`src/fcr_pkg.sv`:
```
// ---------------------------------------------------------------------------
// fcr_pkg: shared types and constants of the fire cell relaxation block
// Grid size, bank addressing, control codes and the structs between modules.
// ---------------------------------------------------------------------------
package fcr_pkg;

  localparam int WIDTH = 32;
  localparam int HEIGHT = 128;

  localparam int COL_W = $clog2(WIDTH);
  localparam int ROW_W = $clog2(HEIGHT);
  // Rows are interleaved over two banks by their lowest bit.
  localparam int BANK_AW = ROW_W - 1 + COL_W;
  localparam int SUM_W = 11;

  localparam logic [COL_W-1:0] COL_LAST = COL_W'(WIDTH - 1);
  localparam logic [ROW_W-1:0] ROW_RELAX_LAST = ROW_W'(HEIGHT - 3);
  localparam logic [ROW_W-1:0] ROW_BOTTOM = ROW_W'(HEIGHT - 1);

  localparam logic [7:0] SEED_VALUE_RST = 8'd200;
  localparam logic [4:0] SEED_FIRST_RST = 5'd5;
  localparam logic [4:0] SEED_LAST_RST = 5'd23;

  localparam logic [1:0] REG_SEED_VALUE = 2'd0;
  localparam logic [1:0] REG_SEED_FIRST = 2'd1;
  localparam logic [1:0] REG_SEED_LAST = 2'd2;

  localparam logic OP_FRAME = 1'b0;
  localparam logic OP_READ = 1'b1;
  localparam logic KIND_FRAME = 1'b0;
  localparam logic KIND_READ = 1'b1;

  typedef enum logic [2:0] {
    ST_CLEAR,
    ST_IDLE,
    ST_SEED,
    ST_RELAX,
    ST_DRAIN,
    ST_READ,
    ST_READ_WAIT
  } state_t;

  typedef struct packed {
    logic [7:0] seed_value;
    logic [4:0] seed_first;
    logic [4:0] seed_last;
  } cfg_t;

  typedef struct packed {
    logic               en;
    logic               both;
    logic               bank;
    logic [BANK_AW-1:0] addr;
    logic [7:0]         data;
  } wr_req_t;

  typedef struct packed {
    logic [1:0][BANK_AW-1:0] addr_a;
    logic [1:0][BANK_AW-1:0] addr_b;
  } rd_req_t;

  // Describes the column whose data leaves the banks in this cycle.
  typedef struct packed {
    logic             valid;
    logic             bank;
    logic [ROW_W-1:0] row;
    logic [COL_W-1:0] col;
  } tag_t;

endpackage

```
`src/fcr_window.sv`:
```
// ---------------------------------------------------------------------------
// fcr_window: 3x3 stencil window and relaxation datapath
// Shifts in one column of three rows per cycle while tag.valid; produces the write-back.
// ---------------------------------------------------------------------------
module fcr_window
  import fcr_pkg::*;
(
  input  logic            clk,
  input  tag_t            tag,
  input  logic [1:0][7:0] q_a,
  input  logic [1:0][7:0] q_b,
  output wr_req_t         wr
);

  logic [7:0]       d0;
  logic [7:0]       d1;
  logic [7:0]       d2;
  logic [7:0]       w0l;
  logic [7:0]       w0m;
  logic [7:0]       w1l;
  logic [7:0]       w1m;
  logic [7:0]       w2l;
  logic [7:0]       w2m;
  logic [SUM_W-1:0] sum;
  logic             compute;
  logic [7:0]       relaxed;

  // The own row and the row two below share a bank; the middle row is in the other.
  assign d0 = q_a[tag.bank];
  assign d2 = q_b[tag.bank];
  assign d1 = q_a[!tag.bank];

  // A cell is finished when its right neighbor column arrives.
  assign compute = tag.valid && (tag.col >= COL_W'(2)) && (tag.col <= COL_W'(WIDTH - 2));

  assign sum = SUM_W'(w0l) + SUM_W'(w0m) + SUM_W'(d0)
             + SUM_W'(w1l) + SUM_W'(d1)
             + SUM_W'(w2l) + SUM_W'(w2m) + SUM_W'(d2);
  assign relaxed = sum[SUM_W-1:3];

  always_ff @(posedge clk) begin
    if (tag.valid) begin
      // The updated cell becomes the left neighbor of the next one.
      w0l <= compute ? relaxed : w0m;
      w0m <= d0;
      w1l <= w1m;
      w1m <= d1;
      w2l <= w2m;
      w2m <= d2;
    end
  end

  always_comb begin
    wr.en   = compute;
    wr.both = 1'b0;
    wr.bank = tag.row[0];
    wr.addr = {tag.row[ROW_W-1:1], tag.col - COL_W'(1)};
    wr.data = relaxed;
  end

endmodule

```
`config.mk`:
```
export PLATFORM = sky130hd
export DESIGN_NAME = fcr_window
export DESIGN_NICKNAME = d
export VERILOG_FILES = /design/src/fcr_pkg.sv /design/src/fcr_window.sv
export SDC_FILE = /design/constraint.sdc
export NUM_CORES = 1
export LEC_CHECK = 0
export BUFFER_PORTS_ARGS = -buffer_cell sky130_fd_sc_hd__buf_2
export CAP_MARGIN = 20
export CELL_PAD_IN_SITES_DETAIL_PLACEMENT = 1
export CELL_PAD_IN_SITES_GLOBAL_PLACEMENT = 2
export CORE_MARGIN = 1.5
export CORE_UTILIZATION = 41
export CTS_BUF_LIST = sky130_fd_sc_hd__clkbuf_2
export DETAILED_ROUTE_END_ITERATION = 12
export GPL_TIMING_DRIVEN = 0
export MAX_ROUTING_LAYER = met4
export PLACE_DENSITY = 0.95
export SETUP_SLACK_MARGIN = 0.15
export SLEW_MARGIN = 20
export SYNTH_ARGS = -nofsm -noshare
export SYNTH_HDL_FRONTEND = slang
export SYNTH_SLANG_ARGS = --single-unit
export TNS_END_PERCENT = 30
```
`constraint.sdc`:
```
create_clock -name clk -period 16.5 [get_ports clk]
set_input_delay 3.3 -clock clk [delete_from_list [all_inputs] [get_ports clk]]
set_output_delay 3.3 -clock clk [all_outputs]
set_load 0.02 [all_outputs]
```
Word-level counts from Yosys, hierarchy flattened
Index checks and enable logic that the tools add are counted.
{ "classes": {"n_addsub": 8, "n_reduce_logical": 3, "magnitude_cmp": 4, "muxes": 7} }
{ "ops": {"columns": ["cell", "count"], "rows": [
  ["$mux 8", 7],
  ["$add 11x8->11", 4],
  ["$add 10x8->11", 1],
  ["$add 9x8->10", 1],
  ["$add 8x8->9", 1],
  ["$ge 5x2->1 const B", 1],
  ["$le 5x5->1 const B", 1],
  ["$sub 5x1->5 const B", 1],
  ["$lt 1x2->1 const B", 2],
  ["$logic_and 1x1->1", 2],
  ["$logic_not 1->1", 1]
]} }
{ "totals": {"reg_bits": 48, "word_cells": 28, "input_bits": 47, "out_inout_bits": 22} }

Longest topological paths before layout
{ "logic_depth": {"word_depth": 9, "depth_mapped": 16, "ltp_nobuf": 16} }

Worst setup path before layout
OpenSTA, ideal clock, no wires.
{ "synth_timing": {"path_kind": "input to output", "start": "input port tag[12] (netlist bit)", "end": "output port wr[4] (netlist bit)", "t_arrival_ns": 7.497, "n_path_buf": 2, "required_time_ns": 13.200, "stages": 15, "slack_ns": 5.703, "path_cell_list": "clkbuf_1 > buf_2 > mux2i_1 > fa_1 > inv_1 > fa_1 > fa_1 > inv_1 > fa_1 > inv_1 > ha_1 > nand2_1 > o31ai_1 > a31oi_1 > xnor2_1"} }
{ "synth_lines": {"columns": ["item", "line_no", "source"], "rows": [
  ["start: declaration", "fcr_window.sv:9", "input tag_t tag,"],
  ["end: declaration", "fcr_window.sv:12", "output wr_req_t wr"]
]} }

==> results.py <==
metrics = {
    "placement": {
        "portBuffers": 59,
        "dpl.hpwl_um": 5386,
        "place_congestion": 0.8326,
    },
    "critical_path": {
        "path_max_fanout": 10,
        "cp-end-kind": "primary output",
        "cp.required_ns": 13.20,
        "crit_slowest_cell": "fa_1",
        "worstSetupPathType": "in -> out",
        "crit_buf_inv": 5,
        "cp_common_cell": "fa_1",
        "crit_family": "adder cells",
        "start_kind": "input port",
        "arrival_ns": 8.16,
        "max_stage_delay_ns": 0.59,
        "crit_chain": "clkbuf_1, buf_2, mux2i_1, fa_1, inv_1, fa_1, fa_1, inv_1, fa_1, nor2_1, fa_1, a211oi_1, o21bai_1, a21oi_1, xnor2_1, buf_2",
    },
    "sta": {
        "fin_setup_tns_ns": 0,
        "rsz0062_at_grt": "false",
        "slew_violations": 0,
        "finalSetupViolations": 0,
        "period_needed_ns": 11.46,
        "worst_pin_slew_ns": 0.6837,
        "fin_worst_skew_ns": 0.02044,
        "fin_crit_sh": 0.6944,
        "fmaxAchievable_mhz": 87.27,
        "maxSlewHeadroom": 0.5420,
        "hold_viol_final": 0,
    },
    "die": {
        "core-area_um2": 8341,
        "io-pin-count": 69,
        "dieHeight_um": 96.52,
        "die_w_um": 96.52,
        "placementRows": 33,
        "die_area_um2": 9316,
        "floorplan.initialDensity": 0.4299,
    },
    "cells_and_area": {
        "drive_gt1_frac": 0.2500,
        "mostFrequentLayoutCell": "inv_1",
        "num-nets-final": 472,
        "n_antenna_cell": 0,
        "multi_input_area_um2": 1662,
        "seq_area_um2": 1441,
        "area_delta_synth_final_pct": 13.85,
        "final_cell_mix": "inv_1 (105), buf_2 (60), edfxtp_1 (48), fa_1 (46), mux2i_1 (16)",
        "fillers": 942,
    },
    "routing": {
        "wl_per_cell_um": 13.73,
        "antenna_left": 0,
        "drtIter0Drc": 50,
        "finalWirelength_um": 6493,
        "vias_per_cell": 4.651,
        "vias": 2200,
        "drc_errors": 0,
        "dr.pass1.iters": 4,
    },
    "grt": {
        "grt_use_met3": 0.02817,
        "grtUsageTotal": 0.1648,
        "met2_usage": 0.3024,
        "grt_pass1_wl_um": 11030,
        "grt.met1_usage": 0.1884,
        "first_global_vias": 2455,
        "gr-total-overflow": 0,
        "grt_max_degree": 50,
        "grt_antenna_before_repair": 0,
        "top_usage_layer": "met2",
    },
    "min_path": {
        "min_path_type": "reg -> reg",
    },
    "clock_network": {
        "ctsResizeCount": 0,
        "htreeDepth": 2,
        "clkSinkCount": 48,
        "cts.hold.buffers_added": 0,
        "cts_inserted_buffers": 5,
        "post_cts_buffers": 0,
        "clkLatencyLatePin_ns": 0.42,
        "cts_tree": "built",
        "clkSlewWorstSetupHoldPaths_ns": 0.23,
        "cts_root_buf": "clkbuf_2",
        "cts_buffer_depth": 2,
    },
    "flow_run": {
        "drv_cap": 0,
    },
    "yosys": {
        "synthAdderAreaFrac": 0.2987,
        "synth_cells": 301,
        "syn_avg_cell_area_um2": 11.91,
        "ys_seq_elements": 48,
        "synth.mux.area_fraction": 0.07292,
        "seq_area_frac_synth": 0.4020,
        "yosys_most_used_dff": "edfxtp_1",
        "synth_cell_types": 30,
        "async_flop_share": 0,
        "synth-compound-area-share": 0.04641,
        "synth_enable_flop_cells": 48,
        "syn-num-nets": 406,
        "synth_area_um2": 3586,
        "yosys_warnings": 0,
        "synth_xor_area_frac": 0.02198,
        "yosys.area_share.simple": 0.02233,
        "synth_top_family_by_area": "adder cells",
    },
    "status": {
        "status": "completed",
    },
}
[metal layers]
layer  wire, um  vias up
li1           -     1039
met4         68        0
met2       3588       43
met1       2634     1111
met5          0        -
met3        203        7
[area by class of cell]
type	instances	area share
Multi-Input combinational cell	135	0.4070
Sequential cell	48	0.3530
Inverter	105	0.09654
Timing Repair Buffer	59	0.07294
Tap cell	105	0.03218
Buffer	13	0.02176
Clock inverter	3	0.01042
Clock buffer	5	0.006129
[Yosys cell counts (2+ instances only)]
library cell | n | area (um^2)
and3_1 | 2 | 12.51
mux2_2 | 9 | 101.4
fa_1 | 46 | 920.9
xnor2_1 | 5 | 43.79
edfxtp_1 | 48 | 1441
a21o_1 | 2 | 15.01
nor2_1 | 2 | 7.510
buf_4 | 10 | 75.07
buf_2 | 2 | 10.01
ha_1 | 12 | 150.1
a21oi_1 | 5 | 25.02
mux2i_1 | 16 | 160.2
o21ai_0 | 3 | 15.01
inv_1 | 105 | 394.1
nand2_1 | 11 | 41.29
o21ai_2 | 5 | 43.79
a31oi_1 | 2 | 12.51
xor2_1 | 4 | 35.03
[final timing paths]
path | start | end | slack [ns] | cells after the start
max | tag[12] | wr[5] | 5.04 | 16
max reg2reg | w0l[2] | w0l[5] | 12.06 | 14
min reg2reg | w1m[0] | w1l[0] | 0.46 | 0
min | w1m[0] | w1l[0] | 0.46 | 0
[metrics by stage]
step           cell area (um^2)  instances  hold WS [ns]  setup slack [ns]  utilization
6_report                   4083        473        0.4565             5.042       0.4895
4_1_cts                    4080        473        0.4620             4.956       0.4892
5_1_grt                    4083        473        0.4740             4.706       0.4895
2_1_floorplan              3586        301        0.4003             5.703            -
3_3_place_gp               4013        465        0.4007             5.054       0.4811
3_5_place_dp               4013        465        0.4056             4.990       0.4811
[registers in the layout, summed over array words and instances, names as in the netlist]
signal and count:
w2l 8, w2m 8, w0l 8, w1l 8
w0m 8, w1m 8
[worst reg2reg max path, delay by kind of cell (launching register included)]
family	cells	cell delay [ns]
AO/OA/AOI/OAI	3	0.59
XOR/XNOR	1	0.13
adder cells (fa/ha/maj)	5	2.61
buffers and inverters	3	0.17
flip-flops	1	0.38
multiplexers	1	0.29
AND/OR/NAND/NOR	1	0.08
[cells by family after synthesis]
family | after synthesis
buf+inv | 118
fa+ha+maj | 58
flops | 48
mux | 25
compound gates | 24
simple gates | 18
xor+xnor | 9
other cells | 1
Power is not shown: default switching activity piles up to over one toggle a cycle in this logic, so the estimate is an artifact.
