<file path="src/fcr_pkg.sv">
// ---------------------------------------------------------------------------
// fcr_pkg: shared types and constants of the fire cell relaxation block
// Grid size, bank addressing, control codes and the structs between modules.
// ---------------------------------------------------------------------------
package fcr_pkg;

  localparam int WIDTH = 32;
  localparam int HEIGHT = 128;

  localparam int COL_W = $clog2(WIDTH);
  localparam int ROW_W = $clog2(HEIGHT);
  // Rows are interleaved over two banks by their lowest bit.
  localparam int BANK_AW = ROW_W - 1 + COL_W;
  localparam int SUM_W = 11;

  localparam logic [COL_W-1:0] COL_LAST = COL_W'(WIDTH - 1);
  localparam logic [ROW_W-1:0] ROW_RELAX_LAST = ROW_W'(HEIGHT - 3);
  localparam logic [ROW_W-1:0] ROW_BOTTOM = ROW_W'(HEIGHT - 1);

  localparam logic [7:0] SEED_VALUE_RST = 8'd200;
  localparam logic [4:0] SEED_FIRST_RST = 5'd5;
  localparam logic [4:0] SEED_LAST_RST = 5'd23;

  localparam logic [1:0] REG_SEED_VALUE = 2'd0;
  localparam logic [1:0] REG_SEED_FIRST = 2'd1;
  localparam logic [1:0] REG_SEED_LAST = 2'd2;

  localparam logic OP_FRAME = 1'b0;
  localparam logic OP_READ = 1'b1;
  localparam logic KIND_FRAME = 1'b0;
  localparam logic KIND_READ = 1'b1;

  typedef enum logic [2:0] {
    ST_CLEAR,
    ST_IDLE,
    ST_SEED,
    ST_RELAX,
    ST_DRAIN,
    ST_READ,
    ST_READ_WAIT
  } state_t;

  typedef struct packed {
    logic [7:0] seed_value;
    logic [4:0] seed_first;
    logic [4:0] seed_last;
  } cfg_t;

  typedef struct packed {
    logic               en;
    logic               both;
    logic               bank;
    logic [BANK_AW-1:0] addr;
    logic [7:0]         data;
  } wr_req_t;

  typedef struct packed {
    logic [1:0][BANK_AW-1:0] addr_a;
    logic [1:0][BANK_AW-1:0] addr_b;
  } rd_req_t;

  // Describes the column whose data leaves the banks in this cycle.
  typedef struct packed {
    logic             valid;
    logic             bank;
    logic [ROW_W-1:0] row;
    logic [COL_W-1:0] col;
  } tag_t;

endpackage

</file>
<file path="src/fcr_ctrl.sv">
// ---------------------------------------------------------------------------
// fcr_ctrl: sequencer of the fire cell relaxation block
// Runs the clearing pass, bottom row seeding, the raster scan and reads.
// ---------------------------------------------------------------------------
module fcr_ctrl
  import fcr_pkg::*;
(
  input  logic            clk,
  input  logic            rst,
  input  logic            start,
  input  logic            operation,
  input  logic [31:0]     random_bits,
  input  logic [4:0]      read_column,
  input  logic [6:0]      read_row,
  input  cfg_t            cfg,
  input  logic [1:0][7:0] q_a,
  output logic            busy,
  output wr_req_t         wr,
  output rd_req_t         rd,
  output tag_t            tag,
  output logic            done,
  output logic            result_kind,
  output logic [7:0]      cell_value
);

  state_t             state;
  state_t             state_next;
  logic [BANK_AW-1:0] clr_addr;
  logic [COL_W-1:0]   seed_col;
  logic [31:0]        seed_bits;
  logic [ROW_W-1:0]   row_cnt;
  logic [COL_W-1:0]   col_cnt;
  logic [BANK_AW-1:0] rd_addr;
  logic               rd_bank;
  logic               rd_oob;
  logic [ROW_W-1:0]   req_row;
  logic [COL_W-1:0]   req_col;
  logic [ROW_W-2:0]   yh;
  logic [ROW_W-2:0]   yh1;
  logic               seed_hit;
  logic [BANK_AW-1:0] own_addr;
  logic [BANK_AW-1:0] mid_addr;
  logic [BANK_AW-1:0] low_addr;

  assign req_row = ROW_W'(read_row);
  assign req_col = COL_W'(read_column);
  assign yh = row_cnt[ROW_W-1:1];
  assign yh1 = yh + (ROW_W - 1)'(1);
  assign seed_hit = (32'(seed_col) >= 32'(cfg.seed_first))
                 && (32'(seed_col) <= 32'(cfg.seed_last));
  assign own_addr = {yh, col_cnt};
  assign low_addr = {yh1, col_cnt};
  assign mid_addr = {row_cnt[0] ? yh1 : yh, col_cnt};

  always_comb begin
    state_next = state;
    unique case (state)
      ST_CLEAR: begin
        if (clr_addr == '1) begin
          state_next = ST_IDLE;
        end
      end
      ST_IDLE: begin
        if (start) begin
          state_next = (operation == OP_READ) ? ST_READ : ST_SEED;
        end
      end
      ST_SEED: begin
        if (seed_col == COL_LAST) begin
          state_next = ST_RELAX;
        end
      end
      ST_RELAX: begin
        if (row_cnt == ROW_RELAX_LAST && col_cnt == COL_LAST) begin
          state_next = ST_DRAIN;
        end
      end
      ST_DRAIN:     state_next = ST_IDLE;
      ST_READ:      state_next = ST_READ_WAIT;
      ST_READ_WAIT: state_next = ST_IDLE;
      default:      state_next = ST_IDLE;
    endcase
  end

  always_comb begin
    busy    = (state != ST_IDLE);
    wr.en   = 1'b0;
    wr.both = 1'b0;
    wr.bank = ROW_BOTTOM[0];
    wr.addr = {ROW_BOTTOM[ROW_W-1:1], seed_col};
    wr.data = seed_bits[0] ? cfg.seed_value : 8'd0;
    // Scan addresses: own row and the row two below from one bank, middle row from the other.
    rd.addr_a[0] = row_cnt[0] ? mid_addr : own_addr;
    rd.addr_a[1] = row_cnt[0] ? own_addr : mid_addr;
    rd.addr_b[0] = row_cnt[0] ? mid_addr : low_addr;
    rd.addr_b[1] = row_cnt[0] ? low_addr : mid_addr;
    unique case (state)
      ST_CLEAR: begin
        wr.en   = 1'b1;
        wr.both = 1'b1;
        wr.addr = clr_addr;
        wr.data = 8'd0;
      end
      ST_SEED: begin
        wr.en = seed_hit;
      end
      ST_READ: begin
        rd.addr_a[rd_bank] = rd_addr;
      end
      default: begin
      end
    endcase
  end

  always_ff @(posedge clk) begin
    tag.bank <= row_cnt[0];
    tag.row  <= row_cnt;
    tag.col  <= col_cnt;
    if (rst) begin
      state     <= ST_CLEAR;
      clr_addr  <= '0;
      tag.valid <= 1'b0;
      done      <= 1'b0;
    end else begin
      state     <= state_next;
      tag.valid <= (state == ST_RELAX);
      done      <= (state == ST_DRAIN) || (state == ST_READ_WAIT);
      if (state == ST_CLEAR) begin
        clr_addr <= clr_addr + BANK_AW'(1);
      end
    end
  end

  always_ff @(posedge clk) begin
    case (state)
      ST_IDLE: begin
        seed_bits <= random_bits;
        seed_col  <= '0;
        row_cnt   <= '0;
        col_cnt   <= '0;
        rd_addr   <= {req_row[ROW_W-1:1], req_col};
        rd_bank   <= req_row[0];
        rd_oob    <= !((32'(read_column) < WIDTH) && (32'(read_row) < HEIGHT));
      end
      ST_SEED: begin
        seed_col  <= seed_col + COL_W'(1);
        seed_bits <= seed_bits >> 1;
      end
      ST_RELAX: begin
        if (col_cnt == COL_LAST) begin
          col_cnt <= '0;
          row_cnt <= row_cnt + ROW_W'(1);
        end else begin
          col_cnt <= col_cnt + COL_W'(1);
        end
      end
      ST_DRAIN: begin
        result_kind <= KIND_FRAME;
        cell_value  <= 8'd0;
      end
      ST_READ_WAIT: begin
        result_kind <= KIND_READ;
        cell_value  <= rd_oob ? 8'd0 : q_a[rd_bank];
      end
      default: begin
      end
    endcase
  end

endmodule

</file>
<file path="config.mk">
export PLATFORM = sky130hd
export DESIGN_NAME = fcr_ctrl
export DESIGN_NICKNAME = d
export VERILOG_FILES = /design/src/fcr_pkg.sv /design/src/fcr_ctrl.sv
export SDC_FILE = /design/constraint.sdc
export NUM_CORES = 1
export LEC_CHECK = 0
export ABC_AREA = 1
export BUFFER_PORTS_ARGS = -buffer_cell sky130_fd_sc_hd__buf_2
export CAP_MARGIN = 20
export CORE_MARGIN = 2
export CORE_UTILIZATION = 51
export DETAILED_ROUTE_END_ITERATION = 8
export PLACE_DENSITY = 0.9
export SKIP_CTS_REPAIR_TIMING = 1
export SLEW_MARGIN = 20
export SYNTH_ARGS = -nofsm -noshare
export SYNTH_HDL_FRONTEND = slang
export SYNTH_SLANG_ARGS = --single-unit
</file>
<file path="constraint.sdc">
create_clock -name clk -period 3 [get_ports clk]
set_input_delay 0.75 -clock clk [delete_from_list [all_inputs] [get_ports clk]]
set_output_delay 0.75 -clock clk [all_outputs]
set_load 0.05 [all_outputs]
</file>
; Yosys cells after proc, flatten, opt, wreduce, memory -nomap -nowiden
; Cells that the tools add are included.
[classes]
n_addsub = 5
order_cmp = 4
eq_ne = 16
muxes = 29
n_reduce_logical = 10
[ops]
columns = op, count
row1 = 32-bit one-hot mux with 2 select lines, 1
row2 = 11-bit 2-to-1 mux, 5
row3 = 8-bit 2-to-1 mux, 3
row4 = 22-bit bitwise mux, 1
row5 = 22-bit 2-to-1 mux, 1
row6 = 5-bit one-hot mux with 2 select lines, 2
row7 = 19-bit 2-to-1 mux, 1
row8 = 8-bit one-hot mux with 2 select lines, 1
row9 = 3-bit 2-to-1 mux, 5
row10 = 3-bit one-hot mux with 5 select lines, 1
row11 = 7-bit one-hot mux with 2 select lines, 1
row12 = "11-bit by 1-bit adder with 11-bit output, second input constant", 1
row13 = 11-bit demux with 1-bit select, 1
row14 = "11-bit equality test, second input constant", 1
row15 = "5-bit by 1-bit adder with 5-bit output, second input constant", 2
row16 = "5-bit equality test, second input constant", 2
row17 = "2-bit != test, second input constant", 5
row18 = "3-bit equality test, second input constant", 3
row19 = "7-bit by 1-bit adder with 7-bit output, second input constant", 1
row20 = "7-bit equality test, second input constant", 1
row21 = 7-bit 2-to-1 mux, 1
row22 = "6-bit by 1-bit adder with 6-bit output, second input constant", 1
row23 = "3-bit by 2-bit equality test with 1-bit output, second input constant", 2
row24 = 6-bit 2-to-1 mux, 1
row25 = 15 further kinds, 20
[totals]
ff_bits = 99
in_bits = 82
output_inout_bits = 91
wordCells = 79

; Logic depth before layout (Yosys ltp)
[logic_depth]
word_depth = 6
depth_mapped = 12
ltp_nobuf = 12

; Worst setup path before layout
; OpenSTA, ideal clock, no wires.
[synth_path]
kind = register -> output
from = reg row_cnt[2]
to = out rd[29] (netlist bit)
arrival_ns = 2.592
required_time_ns = 2.250
setup_slack_ns = -0.342
stages_incl_launch_ff = 7
path_buffers = 0
path_cell_list = edfxtp_1 -> ha_1 -> xor2_1 -> nand2_1 -> o21ai_1 -> nand2_1 -> o21ai_2
[synth_rtl]
columns = item, line
row1 = start: declaration, fcr_ctrl.sv:31  ; logic [ROW_W-1:0] row_cnt;
row2 = start signal: assignment, fcr_ctrl.sv:152  ; row_cnt <= row_cnt + ROW_W'(1);
row3 = end: declaration, fcr_ctrl.sv:19  ; output rd_req_t rd,

==> results.json <==
{
  "status": "complete, no violations",
  "synth_top_area_cell": "edfxtp_1",
  "timing.final.crit_share_pct": 93.95,
  "fmax_mhz": 354.8,
  "final_util_pct": 63.51,
  "path_clk_slew_ns": 0.08,
  "cp-start-kind": "register",
  "core_area_mm2": 0.009684,
  "dr.pass1.iters": 7,
  "power.density_mw_per_mm2": 574.2,
  "syn2layout_area_growth_pct": 21.89,
  "netlist_area_mm2": 0.005046,
  "vias": 4269,
  "ys.flop_type": "edfxtp_1",
  "ff2ff_setup_slack_ns": 1.04,
  "drtAntennaViolNets": 0,
  "drt_iter0_drc": 189,
  "slew_headroom_pct": 48.32,
  "clockRootBuffer": "clkbuf_8",
  "drv_cap": 0,
  "grt_overflow": 0,
  "die_h_um": 103.5,
  "antenna_found_initial": 0,
  "die-area_mm2": 0.01071,
  "crit_slowest_cell": "edfxtp_1",
  "grt_pass1_vias": 3981,
  "syn_avg_cell_area_um2": 8.884,
  "cts_tree": "built",
  "setup_viol": 0,
  "numPortBuffers": 171,
  "report.final.slew_viol_count": 0,
  "worstPathArrival_ns": 2.07,
  "clk_latency_ns": 0.36,
  "drive_above_1_share_pct": 33.38,
  "yosysTopAreaCellShare_pct": 41.66,
  "fp-row-count": 36,
  "synthArstFlopShare_pct": 0,
  "synth_seq_cells": 98,
  "skew_ns": 0.01606,
  "pin_count": 173,
  "grt_max_degree": 38,
  "path_delay_family": "flip-flops",
  "worstSetupPathType": "register to primary output",
  "ys_seq_area_share_pct": 52.76,
  "die_x_um": 103.5,
  "viasPerCell": 4.924,
  "critPathBufInv": 1,
  "hold_viol": 0,
  "drc": 0,
  "start_util_pct": 52.11,
  "clk_path_buf_depth": 2,
  "fin_crit_ns": 2.819,
  "wl_per_cell_um": 12.79,
  "cpPeakStageDelay_ns": 0.45,
  "place_hpwl_um": 8310,
  "cts-buffers-inserted": 9,
  "gp_routability_congestion": 0.8418,
  "ir_drop_mv": 0.2648,
  "ys_top_cells_by_area": "edfxtp_1, nand2_1, dfxtp_1",
  "ys_top_cells_by_count": "nand2_1, edfxtp_1, inv_1",
  "wirelength_um": 11090,
  "path_max_fanout": 5,
  "cp_common_cell": "nand2_1",
  "synthesis.nets": 671,
  "tightest_slew_ns": 0.7724,
  "fillers": 818,
  "synth_edf_count": 70,
  "hold_slack_ns": 0.4756,
  "yosysMostFrequentCell": "nand2_1",
  "worstPathRequired_ns": 2.25,
  "antenna_cells": 0,
  "hold_path.class": "register to register",
  "cp-end-kind": "primary output",
  "crit_chain": "ha_1 -> nand2_1 -> nor2_1 -> nand2_1 -> xor2_1 -> nand2_1 -> o21ai_2 -> buf_2",
  "synth_warnings": 0,
  "power.leakage_nw": 2.979,
  "clock-sinks": 98,
  "grtUsageTotal_pct": 20.91,
  "syn_inst": 568,
  "ctsHtreeMaxLevel": 3,
  "final_nets": 832,
  "grt_first_pass_wirelength_um": 17610,
  "yosysUniqueCellTypes": 39
}
==> worst paths after layout <==
kind,start,endpoint,cells past startpoint
hold reg to reg,row_cnt[1],tag[6],0
setup reg to reg,state[2],cell_value[6],4
setup / recovery,row_cnt[2],rd[31],8
hold / removal,row_cnt[1],tag[6],0
==> cells in the final DEF (no fill, tap or decap), types with 2 or more instances in the layout <==
master,synthesis,layout
edfxtp_1,70,70
nor2_4,4,4
ha_1,21,21
clkbuf_8,0,10
nand3_1,11,11
nand2_2,4,4
nand2_4,2,2
or2_2,2,2
a21oi_1,24,24
nor3b_1,3,3
nor2_1,43,43
inv_1,54,54
clkinvlp_4,0,2
buf_2,10,171
o21ai_0,12,12
nor3_1,6,6
nand4_1,2,2
buf_4,10,5
xor2_1,4,3
dfxtp_1,28,28
inv_2,9,9
nand3b_1,4,4
a21oi_2,4,4
o21a_1,2,2
nor2_2,5,5
o21ai_2,17,18
xor2_2,1,2
nand2_1,195,195
o21ai_1,6,5
==> cell type report <==
type | instances | area (um2) | share of cell area (%)
Clock inverter | 5 | 62.56 | 1.017
Clock buffer | 11 | 141.4 | 2.299
Sequential cell | 98 | 2663 | 43.29
Tap cell | 133 | 166.4 | 2.705
Inverter | 65 | 246.5 | 4.007
Timing Repair Buffer | 176 | 893.4 | 14.52
Multi-Input combinational cell | 379 | 1978 | 32.16
==> flip-flops by register name, indices dropped and copies added, names as in the netlist <==
register / flops
done: 1
seed_col: 5
seed_bits: 32
col_cnt: 5
clr_addr: 11
cell_value: 8
rd_addr: 11
result_kind: 1
row_cnt: 7
state: 3
tag: 13
rd_bank: 1
==> metal layers <==
layer	track usage, %	vias to the layer above	wire (um)
li1	-	2137	-
met2	36.82	158	5532
met5	0	-	0
met3	3.495	13	573
met1	26.17	1961	4859
met4	6.883	0	127
==> through the flow <==
step | std cells | setup TNS [ns] | area [um2] | total power [mW] | worst slack (ns)
6_report | 867 | 0 | 6151 | 3.532 | 0.1815
5_1_grt | 867 | -0.007886 | 6151 | 3.684 | -0.007886
4_1_cts | 866 | 0 | 6143 | 3.547 | 0.08281
3_5_place_dp | 850 | 0 | 5939 | 2.687 | 0.2955
3_3_place_gp | 850 | 0 | 5939 | 2.657 | 0.3325
2_1_floorplan | 568 | 0 | 5057 | 2.440 | 0.05791
==> cell families (layout without fill, tap and decap cells) <==
| family | count (synthesis) | count (layout) | synth area share [%] |
|---|---|---|---|
| AOI/OAI and AO/OA | 67 | 67 | 8.406 |
| xor gates and xnor gates | 6 | 6 | 1.190 |
| adders and majority gates | 21 | 21 | 5.207 |
| buffers and inverters | 91 | 257 | 8.257 |
| DFF | 98 | 98 | 52.76 |
| other | 1 | 1 | 0.07431 |
| and+or+nand+nor | 284 | 284 | 24.10 |
==> power breakdown <==
part | total, mW | internal, mW | switching [mW] | leakage, nW
Combinational | 1.00 | 0.241 | 0.760 | 2.02
Clock | 0.874 | 0.414 | 0.461 | 0.0962
Sequential | 1.66 | 1.58 | 0.0755 | 0.863
(Power assumes the default switching activity.)
